==> config.mk <==
export PLATFORM = sky130hd
export DESIGN_NAME = can_multiframe_reassembler_top
export DESIGN_NICKNAME = d
export VERILOG_FILES = /design/src/design/cmr_pkg.sv /design/src/design/cmr_front.sv /design/src/design/cmr_queue.sv /design/src/design/cmr_back.sv /design/src/design/can_multiframe_reassembler_top.sv
export SDC_FILE = /design/constraint.sdc
export NUM_CORES = 1
export LEC_CHECK = 0
export BUFFER_PORTS_ARGS = -buffer_cell sky130_fd_sc_hd__buf_2
export CAP_MARGIN = 20
export CORE_MARGIN = 5
export CORE_UTILIZATION = 35
export CTS_BUF_LIST = sky130_fd_sc_hd__clkbuf_8
export DETAILED_ROUTE_END_ITERATION = 6
export PLACE_DENSITY = 0.61
export RECOVER_POWER = 25
export SLEW_MARGIN = 40
export SYNTH_ARGS = -nofsm -noshare
export SYNTH_HDL_FRONTEND = slang
export SYNTH_HIERARCHICAL = 1
export SYNTH_SLANG_ARGS = --single-unit
==> constraint.sdc <==
create_clock -name clk -period 9.7 [get_ports clk]
set_input_delay 0.485 -clock clk [delete_from_list [all_inputs] [get_ports clk]]
set_output_delay 0.485 -clock clk [all_outputs]
set_load 0.1 [all_outputs]
==> src/design/cmr_pkg.sv <==
// cmr_pkg: shared types and constants for the CAN multi-frame reassembler.
// Used by every module under design/; depends on nothing.
package cmr_pkg;

	localparam int ID_W        = 29;
	localparam int ADDR_W      = 24;
	localparam int BYTES_W     = 64;
	localparam int S_TDATA_W   = 96;
	localparam int SEQ_W       = 9;
	localparam int TOTAL_W     = 8;
	localparam int LEN_W       = 16;
	localparam int LANES       = 7;
	localparam int START_LANES = 4;
	localparam int CNT_W       = 3;
	localparam int MIN_FRAMES  = 2;
	localparam int MIN_LENGTH  = 9;
	localparam int QUEUE_DEPTH_DEF = 2;

	// one frame's worth of bytes to emit, lane 0 first
	typedef struct packed {
		logic [LANES-1:0][7:0] lanes;
		logic [CNT_W-1:0]      cnt;
		logic                  done;
	} cmd_t;

	typedef struct packed {
		logic full;
		logic empty;
	} q_stat_t;

endpackage

==> src/design/cmr_front.sv <==
// cmr_front: address filter, sequence tracking and length bookkeeping.
// Turns each accepted frame into at most one request for cmr_back. Uses cmr_pkg.
module cmr_front (
	input  logic                           clk,
	input  logic                           arst_n,
	input  logic                           cfg_valid,
	input  logic [cmr_pkg::ADDR_W-1:0]     cfg_data,
	input  logic                           acc,
	input  logic [cmr_pkg::ID_W-1:0]       frame_id,
	input  logic [cmr_pkg::BYTES_W-1:0]    frame_bytes,
	output logic                           push,
	output cmr_pkg::cmd_t                  cmd
);
	import cmr_pkg::*;

	logic [ADDR_W-1:0]  own_addr_q;
	logic [SEQ_W-1:0]   exp_q;
	logic [TOTAL_W-1:0] total_q;
	logic [LEN_W-1:0]   br_q;
	logic [LEN_W-1:0]   len_q;

	logic [7:0]         seq;
	logic [7:0]         b1;
	logic [LEN_W-1:0]   len_new;
	logic               hit;
	logic               is_start;
	logic               is_cont;
	logic               tot_ok;
	logic               len_ok;
	logic [SEQ_W-1:0]   want;
	logic               cont_ok;
	logic [LANES-1:0]   reach;
	logic               found;
	logic [CNT_W-1:0]   first;

	assign seq     = frame_bytes[7:0];
	assign b1      = frame_bytes[15:8];
	assign len_new = frame_bytes[31:16];
	assign hit     = frame_id[ADDR_W-1:0] == own_addr_q;
	assign is_start = hit && seq == 8'd1;
	assign is_cont  = hit && seq > 8'd1;
	assign tot_ok  = b1 >= TOTAL_W'(MIN_FRAMES);
	assign len_ok  = len_new >= LEN_W'(MIN_LENGTH);
	assign want    = exp_q + SEQ_W'(1);
	assign cont_ok = ({1'b0, seq} == want) && (want <= {1'b0, total_q});

	always_comb begin
		for (int k = 0; k < LANES; k++) begin
			reach[k] = (br_q + LEN_W'(k + 1)) >= len_q;
		end
	end

	// first lane that completes the message
	always_comb begin
		found = 1'b0;
		first = '0;
		for (int k = LANES; k >= 1; k--) begin
			if (reach[k-1]) begin
				found = 1'b1;
				first = CNT_W'(k);
			end
		end
	end

	always_comb begin
		push = 1'b0;
		cmd  = '0;
		if (acc && is_start && tot_ok && len_ok) begin
			push      = 1'b1;
			cmd.lanes = (LANES*8)'(frame_bytes[63:32]);
			cmd.cnt   = CNT_W'(START_LANES);
		end else if (acc && is_cont && cont_ok) begin
			push      = 1'b1;
			cmd.lanes = frame_bytes[63:8];
			cmd.cnt   = found ? first : CNT_W'(LANES);
			cmd.done  = found;
		end
	end

	always_ff @(posedge clk or negedge arst_n) begin
		if (!arst_n) begin
			own_addr_q <= '0;
			exp_q      <= '0;
			total_q    <= '0;
			br_q       <= '0;
			len_q      <= '0;
		end else begin
			if (cfg_valid) begin
				own_addr_q <= cfg_data;
			end
			if (acc && is_start) begin
				total_q <= b1;
				if (tot_ok) begin
					len_q <= len_new;
					if (len_ok) begin
						exp_q <= SEQ_W'(1);
						br_q  <= LEN_W'(START_LANES);
					end
				end
			end else if (acc && is_cont) begin
				if (cont_ok && found) begin
					exp_q   <= '0;
					total_q <= '0;
					br_q    <= '0;
					len_q   <= '0;
				end else begin
					exp_q <= want;
					if (cont_ok) begin
						br_q <= br_q + LEN_W'(LANES);
					end
				end
			end
		end
	end

endmodule

==> src/design/cmr_queue.sv <==
// cmr_queue: small request FIFO between cmr_front and cmr_back.
// Register array with wrap pointers. Uses cmr_pkg.
module cmr_queue #(
	parameter int DEPTH = cmr_pkg::QUEUE_DEPTH_DEF
) (
	input  logic              clk,
	input  logic              arst_n,
	input  logic              push,
	input  cmr_pkg::cmd_t     wr_cmd,
	input  logic              pop,
	output cmr_pkg::cmd_t     head,
	output cmr_pkg::q_stat_t  stat
);
	import cmr_pkg::*;

	localparam int PW = (DEPTH > 1) ? $clog2(DEPTH) : 1;
	localparam int CW = $clog2(DEPTH + 1);

	cmd_t          mem_q [DEPTH];
	logic [PW-1:0] wr_ptr_q;
	logic [PW-1:0] rd_ptr_q;
	logic [CW-1:0] cnt_q;

	assign head       = mem_q[rd_ptr_q];
	assign stat.full  = cnt_q == CW'(DEPTH);
	assign stat.empty = cnt_q == '0;

	always_ff @(posedge clk) begin
		if (push) begin
			mem_q[wr_ptr_q] <= wr_cmd;
		end
	end

	always_ff @(posedge clk or negedge arst_n) begin
		if (!arst_n) begin
			wr_ptr_q <= '0;
			rd_ptr_q <= '0;
			cnt_q    <= '0;
		end else begin
			if (push) begin
				wr_ptr_q <= (wr_ptr_q == PW'(DEPTH - 1)) ? '0 : wr_ptr_q + PW'(1);
			end
			if (pop) begin
				rd_ptr_q <= (rd_ptr_q == PW'(DEPTH - 1)) ? '0 : rd_ptr_q + PW'(1);
			end
			if (push && !pop) begin
				cnt_q <= cnt_q + CW'(1);
			end else if (pop && !push) begin
				cnt_q <= cnt_q - CW'(1);
			end
		end
	end

endmodule

==> src/design/cmr_back.sv <==
// cmr_back: serializes queued requests into one payload byte per transfer.
// Output register decouples the master side. Uses cmr_pkg.
module cmr_back (
	input  logic              clk,
	input  logic              arst_n,
	input  cmr_pkg::cmd_t     head,
	input  cmr_pkg::q_stat_t  stat,
	output logic              pop,
	output logic              m_tvalid,
	input  logic              m_tready,
	output logic [7:0]        m_tdata,
	output logic              m_tlast
);
	import cmr_pkg::*;

	logic [CNT_W-1:0] idx_q;
	logic             m_tvalid_q;
	logic [7:0]       m_tdata_q;
	logic             m_tlast_q;
	logic             load;
	logic             last;

	assign load = !stat.empty && (!m_tvalid_q || m_tready);
	assign last = idx_q == head.cnt - CNT_W'(1);
	assign pop  = load && last;

	assign m_tvalid = m_tvalid_q;
	assign m_tdata  = m_tdata_q;
	assign m_tlast  = m_tlast_q;

	always_ff @(posedge clk) begin
		if (load) begin
			m_tdata_q <= head.lanes[idx_q];
			m_tlast_q <= last && head.done;
		end
	end

	always_ff @(posedge clk or negedge arst_n) begin
		if (!arst_n) begin
			idx_q      <= '0;
			m_tvalid_q <= 1'b0;
		end else begin
			if (load) begin
				m_tvalid_q <= 1'b1;
				idx_q      <= last ? '0 : idx_q + CNT_W'(1);
			end else if (m_tready) begin
				m_tvalid_q <= 1'b0;
			end
		end
	end

endmodule

==> src/design/can_multiframe_reassembler_top.sv <==
// can_multiframe_reassembler_top: CAN multi-frame message reassembler.
// Instantiates cmr_front, cmr_queue and cmr_back; uses cmr_pkg.
//
//   channel  signals                    dir  contents
//   s_       tvalid tready tdata[95:0]  in   frame_id[28:0], frame_bytes[92:29]
//   m_       tvalid tready tdata[7:0]   out  payload_byte; tlast = message_done
//              tlast
//   cfg_     valid ready data[23:0]     in   own_address
//
// A frame is accepted whenever the request queue has room.
// The back end emits one byte per cycle while m_tready is high, so a frame costs
// one output transfer per payload byte it carries (none when dropped, 4 for a
// start frame, up to 7 for a continuation); the single byte-serializing output register sets this.
// Reset clears all message state and the queue; no clearing pass.
// Stalls on m_ only fill the queue; s_tready drops when it is full.
module can_multiframe_reassembler_top #(
	parameter int QUEUE_DEPTH = cmr_pkg::QUEUE_DEPTH_DEF
) (
	input  logic                            clk,
	input  logic                            arst_n,
	input  logic                            s_tvalid,
	output logic                            s_tready,
	input  logic [cmr_pkg::S_TDATA_W-1:0]   s_tdata,   // frame_id, frame_bytes
	output logic                            m_tvalid,
	input  logic                            m_tready,
	output logic [7:0]                      m_tdata,   // payload_byte
	output logic                            m_tlast,
	input  logic                            cfg_valid,
	output logic                            cfg_ready,
	input  logic [cmr_pkg::ADDR_W-1:0]      cfg_data
);
	import cmr_pkg::*;

	logic    acc;
	logic    push;
	logic    pop;
	cmd_t    cmd;
	cmd_t    head;
	q_stat_t stat;

	assign cfg_ready = 1'b1;
	assign s_tready  = !stat.full;
	assign acc       = s_tvalid && s_tready;

	cmr_front u_front (
		.clk        (clk),
		.arst_n     (arst_n),
		.cfg_valid  (cfg_valid),
		.cfg_data   (cfg_data),
		.acc        (acc),
		.frame_id   (s_tdata[ID_W-1:0]),
		.frame_bytes(s_tdata[ID_W+BYTES_W-1:ID_W]),
		.push       (push),
		.cmd        (cmd)
	);

	cmr_queue #(
		.DEPTH(QUEUE_DEPTH)
	) u_queue (
		.clk   (clk),
		.arst_n(arst_n),
		.push  (push),
		.wr_cmd(cmd),
		.pop   (pop),
		.head  (head),
		.stat  (stat)
	);

	cmr_back u_back (
		.clk     (clk),
		.arst_n  (arst_n),
		.head    (head),
		.stat    (stat),
		.pop     (pop),
		.m_tvalid(m_tvalid),
		.m_tready(m_tready),
		.m_tdata (m_tdata),
		.m_tlast (m_tlast)
	);

	a_no_overflow: assert property (@(posedge clk) disable iff (!arst_n)
		push |-> !stat.full)
		else $error("request pushed into full queue");

	a_no_underflow: assert property (@(posedge clk) disable iff (!arst_n)
		pop |-> !stat.empty)
		else $error("request popped from empty queue");

	a_nonempty_cmd: assert property (@(posedge clk) disable iff (!arst_n)
		!stat.empty |-> head.cnt != '0)
		else $error("queued request carries no bytes");

endmodule

# Word-level counts from Yosys, hierarchy flattened
# Memories as Yosys holds them, arrays and structs flattened.
# Cells that the tools add are included.
dict set report word_totals {
  input_bits 125
  wordCells 126
  ram_bits 120
  register_bits 90
  mem_count 1
}
dict set report classes {
  mux 49
  order_cmp 12
  n_eq_ne 7
  addsub 14
  reduce_logical 31
}
# memory words word_bits rd rd_clocked_by_memory_dff wr line
set mem_list {}
lappend mem_list {u_queue.mem_q 2 60 1 0 1 cmr_queue.sv:19} ;# cmd_t mem_q [DEPTH];
# cell n
set ops {}
lappend ops {{$mux 16} 10}
lappend ops {{$ge 16x16->1} 7}
lappend ops {{$add 16x3->16 const B} 4}
lappend ops {{$mux 60} 1}
lappend ops {{$mux 59} 1}
lappend ops {{$mux 9} 5}
lappend ops {{$add 16x2->16 const B} 2}
lappend ops {{$mux 8} 4}
lappend ops {{$mux 3} 9}
lappend ops {{$bmux 8 s3} 1}
lappend ops {{$eq 24x24->1} 1}
lappend ops {{$add 16x1->16 const B} 1}
lappend ops {{$ge 16x4->1 const B} 1}
lappend ops {{$mux 1} 16}
lappend ops {{$logic_and 1x1->1} 15}
lappend ops {{$add 9x1->9 const B} 1}
lappend ops {{$eq 8x9->1} 1}
lappend ops {{$le 9x8->1} 1}
lappend ops {{$eq 8x1->1 const B} 1}
lappend ops {{$ge 8x2->1 const B} 1}
lappend ops {{$gt 8x1->1 const B} 1}
lappend ops {{$reduce_bool 2->1} 4}
lappend ops {{$reduce_and 3->1} 2}
lappend ops {{$logic_not 1->1} 5}
lappend ops {{other kinds (15)} 18}

# Logic depth before layout (Yosys ltp)
# Gate-level depths: netlist of the first run.
dict set report depth {
  ltp_word 13
  mapped_depth 18
  depth_no_buf 16
}

# Modules after synthesis
# Netlist of the first run, hierarchy kept.
# mod cells_each instances area_per_inst_um2 seq_area_each_um2
set by_module_without_submodules {}
lappend by_module_without_submodules {cmr_front 941 1 8254.2 1826.8}
lappend by_module_without_submodules {cmr_queue 203 1 4818.4 3703.6}
lappend by_module_without_submodules {cmr_back 93 1 1024.7 370.4}
lappend by_module_without_submodules {can_multiframe_reassembler_top 4 1 21.3 0.0}

# Worst setup path after synthesis of the first run
# No wires, ideal clock.
dict set report synth_path {
  path_type {register to register}
  startpoint {register u_front.exp_q[0]}
  endpoint {memory u_queue/mem_q[0][0] (netlist name) (enable)}
  n_path_buf 2
  stages_incl_launch_ff 15
  setup_ns 0.485
  required_ns 9.215
  period_less_slack_ns 5.873
  path_slack_ns 3.827
  arrival_time_ns 5.388
  cell_sequence {dfrtp_1 > and2_1 > nand3_1 > or2_2 > nand2_1 > ha_1 > a2111oi_0 > o221ai_1 > o311ai_0 > and4b_1 > buf_6 > nor2_2 > buf_4 > inv_1 > nor2b_1}
}
dict set report synth_via {
  elab_chain_cells 8
}
# element line
set synth_lines {}
lappend synth_lines {{start, declared} cmr_front.sv:17} ;# logic [SEQ_W-1:0] exp_q;
lappend synth_lines {{start signal, assigned} cmr_front.sv:107} ;# exp_q <= want;
lappend synth_lines {{$add 9x1->9 (*)} cmr_front.sv:44} ;# assign want = exp_q + SEQ_W'(1);
lappend synth_lines {{$le 9x8->1 or $eq 8x9->1 (tied branches)} cmr_front.sv:45} ;# assign cont_ok = ({1'b0, seq} == want) && (want <= {1'b0, total_q});
lappend synth_lines {{$logic_and 1x1->1 (*)} cmr_front.sv:45}
lappend synth_lines {{$logic_and 1x1->1 (*)} cmr_front.sv:72} ;# end else if (acc && is_cont && cont_ok) begin
lappend synth_lines {{$mux 1 (*)} cmr_front.sv:72}
lappend synth_lines {{$mux 1 (*)} cmr_front.sv:68} ;# if (acc && is_start && tot_ok && len_ok) begin
lappend synth_lines {{named net push} can_multiframe_reassembler_top.sv:35} ;# logic push;
lappend synth_lines {{$mux 1 (*)} cmr_queue.sv:29} ;# if (push) begin
lappend synth_lines {{$mux 1 (not written as such) (*)} cmr_queue.sv:30} ;# mem_q[wr_ptr_q] <= wr_cmd;
lappend synth_lines {{end, declared} cmr_queue.sv:19}
# The timed path passes the listed nets; every way through them passes the cells marked *.

# Final worst setup path of the first run
dict set report layout_path {
  startpoint {register u_front.br_q[6]}
  endpoint {register u_front.len_q[7]}
}
dict set report layout_via {
  elab_chain_cells 12
}
# element line
set layout_lines {}
lappend layout_lines {{start, declared} cmr_front.sv:19} ;# logic [LEN_W-1:0] br_q;
lappend layout_lines {{start signal, assigned} cmr_front.sv:97} ;# br_q <= LEN_W'(START_LANES);
lappend layout_lines {{start signal, assigned} cmr_front.sv:109} ;# br_q <= br_q + LEN_W'(LANES);
lappend layout_lines {{$add 16x3->16} cmr_front.sv:49} ;# reach[k] = (br_q + LEN_W'(k + 1)) >= len_q;
lappend layout_lines {{$ge 16x16->1} cmr_front.sv:49}
lappend layout_lines {{$mux 1 (6 in a row)} cmr_front.sv:58} ;# if (reach[k-1]) begin
lappend layout_lines {{$mux 1 (*)} cmr_front.sv:58}
lappend layout_lines {{$logic_and 1x1->1 (*)} cmr_front.sv:101} ;# if (cont_ok && found) begin
lappend layout_lines {{$reduce_bool 2->1 (no source line) (*)} --}
lappend layout_lines {{$reduce_and 3->1 (no source line) (*)} --}
lappend layout_lines {{end signal, assigned} cmr_front.sv:94} ;# len_q <= len_new;
lappend layout_lines {{end, declared} cmr_front.sv:20} ;# logic [LEN_W-1:0] len_q;
# Mark *: on every way between the ends. The rest lies on a longest branch, timed or not.
# A chain may end at the register's enable or synchronous reset.

==> results of run 1 <==
## cell usage in the layout (no fill, tap or decap), types with 25 or more instances in the layout
master    instances
nand2_1          72
mux2_2           25
mux2_4           59
ha_1            126
a21oi_1          64
clkbuf_8         36
inv_1            70
dfrtp_1          80
xnor2_1          67
buf_2           125
nor2_1           75
a22o_1           53
edfxtp_1        129
nand4_1          31
and2_1           28
xor2_1           61
a21o_1           27
## metal layers
layer / share of wire [%] / routed length [um]
met5: 0 / 0
met4: 1.9 / 676
met3: 5.5 / 2010
met2: 46 / 16800
met1: 46 / 16800
## layout make-up
class / count / area, um^2 / area share [%]
sequential: 210 / 5900 / 37.5
antenna: 2 / 5.00 / 0.0318
clock buffer: 36 / 495 / 3.15
timing repair buffer: 138 / 727 / 4.62
clock inverter: 27 / 115 / 0.731
multi-input combinational: 921 / 7650 / 48.6
inverter: 49 / 184 / 1.17
tap: 525 / 657 / 4.17
## worst max-delay path by stage
stage / startpoint / end / slack (ns) / cells past startpoint
global placement: u_front/br_q[7] / u_front/len_q[14] / 4.52 / 15
detailed placement: u_front/br_q[6] / u_front/len_q[11] / 4.47 / 15
CTS: u_front/br_q[6] / u_front/len_q[1] / 4.46 / 15
global route: arst_n / u_queue/rd_ptr_q / 3.56 / 3
floorplan: u_front/exp_q[0] / u_queue/mem_q[0][0] / 3.83 / 14
finish: u_front/br_q[6] / u_front/len_q[7] / 4.41 / 15
## power groups by stage
stage,registers (mW),clock network (mW),logic (mW)
floorplan,1.16,0,0.469
global placement,1.06,0,0.657
detailed placement,1.06,0,0.664
CTS,1.04,0.726,0.665
global route,1.05,0.767,0.694
finish,1.04,0.699,0.658
## sequential cells by signal, indices dropped and copies added, names as in the netlist
name                cells
u_queue/mem_q         120
u_front/own_addr_q     24
u_front/br_q           16
u_front/len_q          16
u_front/exp_q           9
u_back/m_tdata          8
u_front/total_q         8
u_back/idx_q            3
u_queue/cnt_q           2
u_back/m_tlast          1
u_back/m_tvalid         1
u_queue/rd_ptr_q        1
u_queue/wr_ptr_q        1
## metrics by stage
| stage | instance area, um^2 | hold WS, ns | std cells | setup slack [ns] | utilization (%) |
|---|---|---|---|---|---|
| after global routing | 15700 | 0.154 | 1906 | 3.56 | 39.5 |
| final | 15700 | 0.185 | 1908 | 4.41 | 39.5 |
| after global placement | 15100 | 0.472 | 1841 | 4.52 | 37.9 |
| after CTS | 15700 | 0.150 | 1905 | 4.46 | 39.5 |
| after detailed placement | 15100 | 0.479 | 1841 | 4.47 | 37.9 |
| after floorplan | 14100 | 0.189 | 1241 | 3.83 | - |
## kinds of logic after synthesis
family | count (synthesis) | share of synthesized area [%]
multiplexers | 110 | 11.0
XOR/XNOR | 131 | 8.42
adder cells (fa/ha/maj) | 126 | 11.2
AO/OA/AOI/OAI | 230 | 11.7
buffers and inverters | 110 | 4.17
other | 1 | 0.0266
flip-flops | 210 | 41.8
AND/OR/NAND/NOR | 323 | 11.7
## repair_timing
action	4_1_cts	5_1_grt
hold endpoints to repair	33	0
setup endpoints to repair	0	0
hold buffers	1	0
==> results.txt, run 1 <==
sw power: 0.799 mW
Netlist cell types: 82
Worst Hold Endpoint: u_front/own_addr_q[2]
Total GRT Usage: 15.9%
wire per inst: 19.0 um
CP max FO: 16
Fillers: 3,878
CP Launch Type: register
Clock Power Share: 29.2%
crit path buf inv count: 0
Clock Skew: 0.0196 ns
FFs w/ async S/R, synth: 38.6%
kind of critical path: reg2reg
hold_sp: cfg_data[2]
H-tree levels: 2
DRT iter0 DRCs: 626
IO Count: 137
M3 GR Usage: 2.61%
DR vias: 10,071
endpoints failing setup: 0
worst endpoint required time: 10.17 ns
worst-margin pin slew: 2.90 ns
count leader, synth: edfxtp_1
CTS Sinks: 210
Area Growth Syn to Fin: 11.5%
die footprint: 0.0445 mm^2
initial antenna violation count: 0
PortBufs: 127
Setup crit end kind: register
CTS Buf Count: 35
RR Endpoint: u_front/len_q[7]
via/cell ratio: 5.28
max-cap violation count: 2
mapped cell area: 0.0141 mm^2
Slew Limit Fails: 84
Most used DFF post-synth: edfxtp_1
R2R setup slack: 4.41 ns
LEAKAGE: 7.26 nW
gpl congestion: 0.872
max_slew headroom: -93.0%
Final Hold Vio Count: 0
first drt pass iteration count: 5
internal power: 1.60 mW
family with the most delay on the worst path: simple AND/OR/NAND/NOR gates
min-delay worst type: in2reg
Period minus WS final: 5.29 ns
area share of the largest cell type after synthesis: 27.4%
syn_area_per_cell: 11.4 um^2
Final Cycle Share: 54.5%
DRC Markers: 0
# rows: 73
Post-Syn Instances: 1,241
Post-synth EDFFs: 129
CORE AREA: 0.0398 mm^2
ratio of cells with drive above 1 in the final layout: 21.0%
first-pass GRT wire length: 56.6 mm
Final ANT Viol Nets: 0
RSZ-0062 raised after global routing: no
gr busiest metal: met2
number of buffers added for setup after CTS: 0
FF+latch count, synth: 210
root buffer cell: clkbuf_8
pin count of the biggest net entering global routing: 64
vias in the first global route: 10,003
most instantiated cells after synthesis: edfxtp_1 (129), ha_1 (126), dfrtp_1 (81)
worst reg2reg path startpoint: u_front/br_q[6]
overall die height: 211 um
Synth area leader: edfxtp_1
CP max stage cell: dfrtp_1
P per Cell Area: 152 mW/mm^2
Final HPWL DP: 27.0 mm
Reg clk slew, reported paths: 0.06 ns
r2r worst-path depth: 15
GR Util met1: 23.0%
clk_lat worst skew: 0.53 ns
syn_nets: 1,492
register area share after synthesis: 41.8%
register share of total power: 43.4%
Logic pwr share: 27.4%
Crit path largest cell delay: 0.70 ns
CTS tree: yes
maximum VDD drop: 94.8 uV
Initial Util: 35.5%
most used cell, CP: nor2_1
Layout Nets: 1,606
number of gates resized after cts: 0
outcome: finished with violations
DRT Wirelength: 36.3 mm
GRT met2 Usage: 24.7%
crit-path cells: nand2_1 > nor2_1 > and3_1 > nand3_1 > nor2_1 > xor2_1 > ha_1 > nand4_1 > nor3_1 > a211oi_2 > o211ai_1 > a2111oi_4 > nand4_2 > a21oi_4 > a22o_1
top post-synthesis cells by area: edfxtp_1 (27%), dfrtp_1 (14%), ha_1 (11%), mux2_4 (6.3%), xnor2_1 (4.2%)
Syn. warnings: 6
hold path cells: 2
failing checks: capacitance limit, slew limit
GRT overflow: 0
Die Span X: 211 um
Net Sw Frac: 33.3%
Arr. time, crit path: 5.75 ns
total power draw: 2.40 mW
max frequency: 189 MHz
setup TNS: 0 ns
Clock Tree Buf Depth: 3
(Power assumes the default switching activity.)
==> run 2, diff against run 1 <==
==> constraint.sdc (replaced) <==
create_clock -name clk -period 5.1 [get_ports clk]
set_input_delay 0.255 -clock clk [delete_from_list [all_inputs] [get_ports clk]]
set_output_delay 0.255 -clock clk [all_outputs]
set_load 0.1 [all_outputs]
==> results.txt, run 2 (synthesized netlist as in run 1, its figures left out) <==
outcome: finished with violations
failing checks: capacitance limit, slew limit
GRT overflow: 0 (unchanged)
Clock Tree Buf Depth: 3 (unchanged)
worst endpoint required time: 5.56 ns (-4.61 ns)
sw power: 1.55 mW (+94%)
CTS Sinks: 210 (unchanged)
H-tree levels: 2 (unchanged)
post-route cell area: 0.0164 mm^2 (+4.2%)
Clock Power Share: 31.1% (+1.9 points)
first drt pass iteration count: 5 (unchanged)
Placed Instance Area: 0.0153 mm^2 (+1.5%)
DRT iter0 DRCs: 738 (+18%)
Final Hold Vio Count: 0 (unchanged)
CP max FO: 16 (unchanged)
maximum VDD drop: 228 uV (+140%)
Logic pwr share: 27.4% (about the same)
hold_ws: 0.0393 ns (-0.146 ns)
worst reg2reg path startpoint: u_front/br_q[9]
CP Launch Type: register
Post-Place Worst Slack: 0.749 ns (-3.72 ns)
P per Cell Area: 288 mW/mm^2 (+89%)
Die Span X: 211 um (unchanged)
setup TNS: 0 ns (unchanged)
PortBufs: 127 (unchanged)
Reg clk slew, reported paths: 0.07 ns (about the same)
max_slew headroom: -108% (-15 points)
first-pass GRT wire length: 59.0 mm (+4.2%)
CTS Buf Count: 36 (+2.9%)
Period minus WS final: 4.40 ns (-0.889 ns)
most frequent cells in the layout: edfxtp_1 (129), buf_2 (126), ha_1 (126), dfrtp_1 (80), nor2_1 (75)
Final HPWL DP: 27.8 mm (+3.1%)
LEAKAGE: 7.56 nW (+4.2%)
Sequential Area: 0.00590 mm^2 (unchanged)
total power draw: 4.72 mW (+97%)
Final Util: 41.2% (+1.6 points)
RSZ-0062 raised after global routing: no
min-delay worst type: in2reg
Layout Nets: 1,669 (+3.9%)
DRC Markers: 0 (unchanged)
Slew Limit Fails: 55 (-35%)
max frequency: 227 MHz (+20%)
max reg flops: 120 (unchanged)
CTS tree: yes
endpoints failing setup: 0 (unchanged)
clk_lat worst skew: 0.55 ns (+0.02 ns)
IO Count: 137 (unchanged)
via/cell ratio: 5.24 (-0.63%)
biggest regs: u_queue/mem_q x120, u_front/own_addr_q x24
Setup crit end kind: register
internal power: 3.17 mW (+98%)
ratio of cells with drive above 1 in the final layout: 22.6% (+1.6 points)
Final ANT Viol Nets: 0 (unchanged)
number of gates resized after cts: 0 (unchanged)
Post-Place Cells: 1,867 (+1.4%)
Initial Util: 35.5% (unchanged)
worst-margin pin slew: 3.13 ns (+0.231 ns)
Arr. time, crit path: 4.86 ns (-0.89 ns)
final worst setup slack: 0.703 ns (-3.71 ns)
die footprint: 0.0445 mm^2 (unchanged)
Final Cycle Share: 86.2% (+32 points)
Largest Register: u_queue/mem_q
Net Sw Frac: 32.9% (-0.44 points)
DR vias: 10,348 (+2.8%)
vias in the first global route: 10,627 (+6.2%)
pin count of the biggest net entering global routing: 63 (-1.6%)
register share of total power: 41.5% (-1.9 points)
Fillers: 3,819 (-1.5%)
overall die height: 211 um (unchanged)
most common cell after layout, fill and taps aside: edfxtp_1
Clock Skew: 0.0416 ns (+0.0220 ns)
CORE AREA: 0.0398 mm^2 (unchanged)
number of buffers added for setup after CTS: 0 (unchanged)
max-cap violation count: 1 (-1)
area of the multi-input gates: 0.00765 mm^2 (unchanged)
Final Non-Filler Cells: 1,973 (+3.4%)
root buffer cell: clkbuf_8
initial antenna violation count: 1 (+1)
Area Growth Syn to Fin: 16.1%
kind of critical path: reg2reg
DRT Wirelength: 37.5 mm (+3.2%)
wire per inst: 19.0 um (-0.19%)
hold_sp: m_tready
CTS Hold Buffers Added: 38 (+37)
gpl congestion: 0.920 (+5.5%)
# rows: 73 (unchanged)
Total GRT Usage: 16.6% (+0.69 points)
worst setup path start: u_front/br_q[9]
[run 2: cell count changes in the layout (fill, tap and decap cells not counted)]
cell	delta
inv_6	+1
inv_8	-1
diode_2	+1
buf_12	+1
clkbuf_8	+7
dlygate4sd3_1	+37
clkbuf_2	+1
inv_1	-8
clkbuf_1	-2
buf_4	+24
clkinv_2	+3
buf_2	+1
[run 2: path summary, 6_finish.rpt]
| kind | end | slack, ns | cells past startpoint |
|---|---|---|---|
| max | u_front/len_q[15] | 0.70 | 15 |
| min | u_back/m_tvalid | 0.04 | 3 |
| max reg2reg | u_front/len_q[15] | 0.70 | 15 |
| min reg2reg | u_queue/cnt_q[1] | 0.49 | 1 |
| max in group asynchronous | u_queue/rd_ptr_q | 1.60 | 3 |
| min in group asynchronous | u_front/len_q[12] | 1.33 | 2 |
[run 2: final cells by class]
| type | count | share of cell area (%) |
|---|---|---|
| multi-input cells | 921 | 46.7 |
| flip-flops and latches | 210 | 36.0 |
| repair buffers | 200 | 7.93 |
| well taps | 525 | 4.01 |
| clock buffers | 43 | 3.61 |
| inverters | 49 | 1.12 |
| clock inverters | 22 | 0.595 |
| diodes | 3 | 0.0458 |
[run 2: metal layers]
| metal | part of all wire [%] | global-route usage (%) |
|---|---|---|
| met1 | 46 | 23.3 |
| met5 | 0.051 | 0 |
| met2 | 46 | 26.2 |
| met4 | 2.9 | 5.05 |
| met3 | 5.2 | 2.90 |
[run 2: critical path, stage by stage, from the launching register on]
cell,delay [ns]
dfrtp_1,0.56
nand2_1,0.08
nor2_1,0.22
and3_1,0.25
nand3_1,0.25
nor2_1,0.21
xor2_1,0.16
ha_1,0.26
nand4_1,0.17
nor3_1,0.12
a211oi_2,0.28
o211ai_1,0.25
a2111oi_4,0.48
nand4_2,0.24
a21oi_4,0.52
a22o_1,0.23
[run 2: power groups by stage]
stage	Sequential, mW	Clock, mW	Combinational, mW
floorplan	2.21	0	0.892
global placement	1.99	0	1.27
detailed placement	1.99	0	1.28
CTS	1.96	1.52	1.31
global route	1.97	1.60	1.37
finish	1.96	1.47	1.29
==> run 3, diff against run 2 <==
--- a/config.mk
+++ b/config.mk
@@ -7,11 +7,12 @@
 export LEC_CHECK = 0
 export BUFFER_PORTS_ARGS = -buffer_cell sky130_fd_sc_hd__buf_2
 export CAP_MARGIN = 20
-export CORE_MARGIN = 5
+export CELL_PAD_IN_SITES_DETAIL_PLACEMENT = 0
+export CELL_PAD_IN_SITES_GLOBAL_PLACEMENT = 1
 export CORE_UTILIZATION = 35
 export CTS_BUF_LIST = sky130_fd_sc_hd__clkbuf_8
 export DETAILED_ROUTE_END_ITERATION = 6
-export PLACE_DENSITY = 0.61
+export PLACE_DENSITY = 0.71
 export RECOVER_POWER = 25
 export SLEW_MARGIN = 40
 export SYNTH_ARGS = -nofsm -noshare
==> results.txt, run 3 (synthesized netlist as in run 1, its figures left out) <==
outcome: finished with violations
failing checks: capacitance limit, slew limit
worst endpoint required time: 5.39 ns (-0.17 ns)
CORE AREA: 0.0397 mm^2 (-0.23%)
min-delay worst type: in2reg
Final Hold Vio Count: 0 (unchanged)
DRC Markers: 0 (unchanged)
number of buffers added for setup after CTS: 0 (unchanged)
CP max stage cell: or4b_2
max_slew headroom: -22.5% (+86 points)
WL met2: 17.7 mm (+3.2%)
PortBufs: 127 (unchanged)
initial antenna violation count: 1 (unchanged)
Post-Place Cells: 1,872 (+0.27%)
Clock Skew: 0.0147 ns (-0.0269 ns)
Crit path largest cell delay: 0.67 ns (+0.11 ns)
Largest Register: u_queue/mem_q
IO Count: 137 (unchanged)
maximum VDD drop: 218 uV (-4.3%)
clk_lat worst skew: 0.55 ns (about the same)
overall die height: 203 um (-3.8%)
Top Metal Used: met5
Sequential Area: 0.00590 mm^2 (unchanged)
pin count of the biggest net entering global routing: 63 (unchanged)
Clock Power Share: 31.1% (about the same)
met3 wire len: 1.98 mm (+1.4%)
ratio of cells with drive above 1 in the final layout: 22.6% (-0.065 points)
r2r worst-path depth: 13 (-2)
crit path buf inv count: 0 (unchanged)
max frequency: 221 MHz (-2.8%)
worst reg2reg path startpoint: u_front/br_q[5]
RR Endpoint: u_queue/mem_q[0][0]
Clock Tree Buf Depth: 3 (unchanged)
Layout Nets: 1,680 (+0.66%)
Logic pwr share: 27.2% (-0.2 points)
root buffer cell: clkbuf_8
Setup crit end kind: register
Final Util: 41.4% (+0.24 points)
CTS Buf Count: 37 (+2.8%)
Final Cycle Share: 88.7% (+2.5 points)
CP Launch Type: register
Die Span X: 203 um (-3.8%)
H-tree levels: 2 (unchanged)
hold_sp: s_tdata[54]
number of gates resized after cts: 0 (unchanged)
via/cell ratio: 5.23 (-0.20%)
Arr. time, crit path: 4.81 ns (-0.05 ns)
RSZ-0062 raised after global routing: no
R2R setup slack: 0.58 ns (-0.13 ns)
Slew Limit Fails: 30 (-45%)
Fillers: 3,800 (-0.50%)
DRT iter0 DRCs: 728 (-1.4%)
hold path cells: 2 (-1)
LEAKAGE: 7.60 nW (+0.52%)
CTS tree: yes
internal power: 3.15 mW (-0.46%)
# rows: 73 (unchanged)
sw power: 1.55 mW (-0.17%)
most used cell, CP: nor2_1
P per Cell Area: 286 mW/mm^2 (-0.72%)
Worst Hold Endpoint: u_front/len_q[9]
gpl congestion: 0.875 (-4.8%)
max reg flops: 120 (unchanged)
final worst setup slack: 0.576 ns (-0.127 ns)
register share of total power: 41.6% (about the same)
setup TNS: 0 ns (unchanged)
Final Non-Filler Cells: 1,984 (+0.56%)
worst setup path start: u_front/br_q[5]
kind of critical path: reg2reg
Total GRT Usage: 18.7% (+2.1 points)
first-pass GRT wire length: 59.3 mm (+0.62%)
crit-path cells: nand2_1 > or2_2 > nor2_1 > nand3_1 > xnor2_1 > ha_1 > nand4_1 > nor2_1 > or4b_2 > nand4b_1 > nor3_1 > nand4_2 > and2_1
vias in the first global route: 10,539 (-0.83%)
most common cell after layout, fill and taps aside: edfxtp_1
DR vias: 10,385 (+0.36%)
most frequent cells in the layout: edfxtp_1 (129), buf_2 (126), ha_1 (126), dfrtp_1 (80), nor2_1 (75)
Final ANT Viol Nets: 0 (unchanged)
Final HPWL DP: 27.5 mm (-1.2%)
die footprint: 0.0411 mm^2 (-7.4%)
max-cap violation count: 1 (unchanged)
Area Growth Syn to Fin: 16.5%
CP max FO: 12 (-4)
Initial Util: 35.5% (+0.082 points)
wl on met1: 17.9 mm (+3.6%)
CTS Sinks: 210 (unchanged)
Net Sw Frac: 32.9% (+0.063 points)
first drt pass iteration count: 5 (unchanged)
DRT Wirelength: 38.3 mm (+2.4%)
Reg clk slew, reported paths: 0.06 ns (about the same)
endpoints failing setup: 0 (unchanged)
GRT overflow: 0 (unchanged)
worst-margin pin slew: 1.84 ns (-1.29 ns)
Post-Place Worst Slack: 0.620 ns (-0.129 ns)
wire per inst: 19.3 um (+1.8%)
Period minus WS final: 4.52 ns (+0.127 ns)
area of the multi-input gates: 0.00765 mm^2 (about the same)
biggest regs: u_queue/mem_q x120, u_front/own_addr_q x24
family with the most delay on the worst path: simple AND/OR/NAND/NOR gates
run 3: power by group through the flow:
| stage | registers [mW] | clock network [mW] | logic, mW |
|---|---|---|---|
| floorplan | 2.21 | 0 | 0.892 |
| CTS | 1.96 | 1.52 | 1.29 |
| detailed placement | 1.99 | 0 | 1.27 |
| global route | 1.97 | 1.59 | 1.37 |
| global placement | 1.99 | 0 | 1.27 |
| finish | 1.96 | 1.47 | 1.28 |
run 3: cell type report:
cell class                 count  area share, %
antenna                        1         0.0152
clock buffer                  38           3.18
clock inverter                30          0.973
inverter                      49           1.12
multi-input combinational    921           46.5
sequential                   210           35.9
tap                          525           3.99
timing repair buffer         210           8.36
run 3: through the flow:
stage                     hold slack (ns)  instance area (um^2)  total power [mW]
after floorplan                   -0.0406                 14100              3.10
after global placement              0.222                 15300              3.26
after detailed placement            0.226                 15300              3.26
after CTS                        0.000148                 16500              4.77
after global routing              0.00772                 16500              4.93
final                              0.0259                 16500              4.70
run 3: how the worst max path moves through the flow:
stage | endpoint | slack (ns) | cells after the start
global route | u_queue/mem_q[1][46] | 0.29 | 13
CTS | u_queue/mem_q[0][0] | 0.59 | 13
global placement | u_queue/mem_q[0][0] | 0.64 | 13
finish | u_queue/mem_q[0][0] | 0.58 | 13
floorplan | u_queue/mem_q[0][0] | 0.37 | 14
detailed placement | u_queue/mem_q[0][0] | 0.62 | 14
run 3: what timing repair did:
| action | CTS | global route |
|---|---|---|
| endpoints found under the setup margin | 0 | 0 |
| hold buffers | 43 | 0 |
| endpoints found under the hold margin | 71 | 0 |
run 3: metal layers:
layer | vias up | track usage (%)
li1 | 4962 | -
met1 | 5090 | 25.7
met2 | 273 | 30.2
met3 | 58 | 2.95
met4 | 2 | 5.24
met5 | - | 0
